<file path="src/rtl/gds_ram.sv">
// ----------------------------------------------------------------------------
// gds_ram: generic single-port-write, single-port-read memory
// One write and one registered read per cycle.
// ----------------------------------------------------------------------------
module gds_ram #(
	parameter int WIDTH = 16,
	parameter int DEPTH = 64,
	parameter int AW    = (DEPTH > 1) ? $clog2(DEPTH) : 1
) (
	input  logic             clk,
	input  logic             we,
	input  logic [AW-1:0]    waddr,
	input  logic [WIDTH-1:0] wdata,
	input  logic [AW-1:0]    raddr,
	output logic [WIDTH-1:0] rdata
);

	logic [WIDTH-1:0] mem_q [DEPTH];

	always_ff @(posedge clk) begin
		if (we) begin
			mem_q[waddr] <= wdata;
		end
		rdata <= mem_q[raddr];
	end

endmodule

</file>
<file path="config.mk">
export PLATFORM = sky130hd
export DESIGN_NAME = gds_ram
export DESIGN_NICKNAME = d
export VERILOG_FILES = /design/src/rtl/gds_ram.sv
export SDC_FILE = /design/constraint.sdc
export NUM_CORES = 1
export LEC_CHECK = 0
export ABC_AREA = 1
export BUFFER_PORTS_ARGS = -buffer_cell sky130_fd_sc_hd__buf_2
export CAP_MARGIN = 10
export CORE_MARGIN = 10
export CORE_UTILIZATION = 60
export CTS_BUF_LIST = sky130_fd_sc_hd__clkbuf_8
export CTS_CLUSTER_DIAMETER = 100
export DETAILED_ROUTE_END_ITERATION = 8
export PLACE_DENSITY = 0.77
export SYNTH_ARGS = -nofsm -noshare
export SYNTH_HDL_FRONTEND = slang
export SYNTH_SLANG_ARGS = --single-unit
</file>
<file path="constraint.sdc">
create_clock -name clk -period 4.5 [get_ports clk]
set_clock_uncertainty 0.15 [all_clocks]
set_input_delay 0.675 -clock clk [delete_from_list [all_inputs] [get_ports clk]]
set_output_delay 0.675 -clock clk [all_outputs]
set_load 0.1 [all_outputs]
</file>
==> out/metrics.csv <==
metric,value,unit
Mean Syn Cell Area,12.0,um^2
"Primary FF master, synth",edfxtp_1,
"delay-heaviest family, CP",flip-flops,
net count after synthesis,3547,
PortBufs,45,
crit-path cells,buf_2,
grt ovf,0,
"Distinct cells, synth",16,
Yosys top cell area share,0.730,
CTS sink cnt,1040,
first drt pass iteration count,6,
synth warn,0,
layout overhead on the synthesized area,9.09,%
Die Wd,285,um
vias,27700,
Worst-path clk slew,0.06,ns
Detail Placement HPWL,57100,um
Total GRT Usage,0.253,
fin crit share,0.587,
Crit-path slowest cell,dfxtp_1,
RSZ-0062 raised after global routing,no,
worst-case clock buffer depth,3,
Die Y,285,um
Area contributors post-synth,"edfxtp_1 (73%), nand2_1 (12%), nand3_1 (10%)",
post-synth top area cell,edfxtp_1,
Synth Cell Area,42100,um^2
leak pwr,16.8,nW
CTS Buf Count,159,
Net Sw Frac,0.238,
# rows,97,
CP arrival,1.82,ns
required time of the critical path,3.67,ns
post_cts resized,0,
Final Hold Viols,0,
DRT iter0 DRCs,3757,
power share of the sequential group,0.565,
Worst Path Max Fanout,1,
vias per cell,5.94,
fin. max-slew vios,0,
final setup vio count,0,
Final TNS setup,0,ns
Initial Util,0.603,
worst skew pair latency,0.81,ns
"count leader, synth",nand2_1,
Setup CP Type,flip-flop to output pin,
Final min period,2.64,ns
final antenna-violating net count,0,
hold buffers post-CTS,0,
Clock Power Share,0.365,
WP buf/inv,1,
PwrDens,415,nW/um^2
Setup crit end kind,output pin,
Nets,3644,
Detailed Route WL,104000,um
CTS tree,built,
sw power,4.54,mW
Hold Path Class,input pin to flip-flop,
largest net degree at the start of global routing,193,
IO Pins,46,
Core Footprint,69800,um^2
initial antenna violation count,7,
vias in the first global route,26500,
Synth top cells by count,"nand2_1 (1296), edfxtp_1 (1024), nand3_1 (871)",
CP peak stage delay,0.52,ns
status,completed,
actual slew at the worst max-slew pin,1.25,ns
Worst setup SP type,flip-flop,
Combinational Power Share,0.071,
number of synthesized register bits,1040,
Post-CTS Setup Repair Bufs,0,
Die ar.,81200,um^2
CTS root buf,clkbuf_8,
final setup margin,1.86,ns
layout cells sized above 1,0.0959,
FMAX,379,MHz
Slew HR,0.168,
VDD IR max,0.313,mV
first-pass GRT wire length,157000,um
Pint,14.5,mW
gate count of the mapped netlist,3517,
H-Tree Depth,4,
maximum capacitance violations,0,
remaining design rule violation count,0,
DP Worst Slack,1.26,ns
routed len/inst,22.3,um
sequential area share after synthesis,0.738,
number of synthesized flops with an enable pin,1024,
fraction of registers with async set/reset,0,
Placer Congestion,0.915,
[layout make-up]
class	instances	area, um^2
Fill cell	4975	23900
Clock inverter	101	464
Sequential cell	1040	31100
Timing Repair Buffer	161	1240
Inverter	12	71.3
Clock buffer	167	2300
Multi-Input combinational cell	2240	9590
Tap cell	940	1180
Antenna cell	4	10.0
[power by group through the flow]
stage	registers [mW]	logic, mW	clock network (mW)
floorplan	11.1	0.717	0
global placement	11.0	1.29	0
detailed placement	11.0	1.32	0
CTS	10.8	1.33	7.02
global route	10.8	1.45	7.45
finish	10.8	1.35	6.95
[flip-flops by register name, indices dropped and copies added (netlist names)]
register / cells
rdata: 16
mem_q: 1024
[cell usage in the layout (no fill, tap or decap)]
master	n
nand2_1	1296
buf_8	2
inv_16	1
inv_4	1
inv_8	1
clkinvlp_4	4
edfxtp_1	1024
buf_12	10
inv_2	1
buf_4	107
clkbuf_8	167
buf_2	42
clkinv_1	27
bufinv_16	2
nor2_1	56
inv_1	65
dfxtp_1	16
nand3_1	871
diode_2	4
nand4_1	9
inv_6	1
clkinv_2	10
nor4_2	8
[through the flow]
| stage | cell area, um^2 | utilization | std cells | hold slack, ns | power [mW] |
|---|---|---|---|---|---|
| after floorplan | 42100 | - | 3517 | 0.572 | 11.8 |
| after global placement | 43200 | 0.618 | 4393 | 0.622 | 12.3 |
| after detailed placement | 43200 | 0.618 | 4393 | 0.637 | 12.3 |
| after CTS | 45900 | 0.658 | 4661 | 0.123 | 19.1 |
| after global routing | 45900 | 0.658 | 4662 | 0.165 | 19.7 |
| final | 45900 | 0.658 | 4665 | 0.195 | 19.1 |
[kinds of logic (layout without fill, tap and decap cells)]
logic type / after synthesis / in the layout / share of synthesized area
simple gates: 2240 / 2240 / 0.227
flops: 1040 / 1040 / 0.738
buf+inv: 237 / 441 / 0.0354
other cells: 0 / 4 / 0
[worst paths after layout]
check | startpoint | end | slack (ns) | depth (start not counted)
hold reg to reg | mem_q[36][4] | rdata[4] | 0.65 | 8
setup reg to reg | mem_q[15][2] | rdata[2] | 2.73 | 8
hold / removal | raddr[5] | rdata[4] | 0.20 | 3
setup / recovery | rdata[6] | rdata[6] | 1.86 | 1
[layer usage]
layer  part of all wire  vias to the layer above  wire length (um)  GRT usage
li1                   -                    12600                 -          -
met1               0.38                    13200             40000      0.346
met2               0.46                     1659             48200      0.393
met3               0.12                      241             12300     0.0559
met4              0.034                        4              3550      0.106
met5            0.00021                        -                22          0
Note: power is estimated with default switching activity, not from simulation.
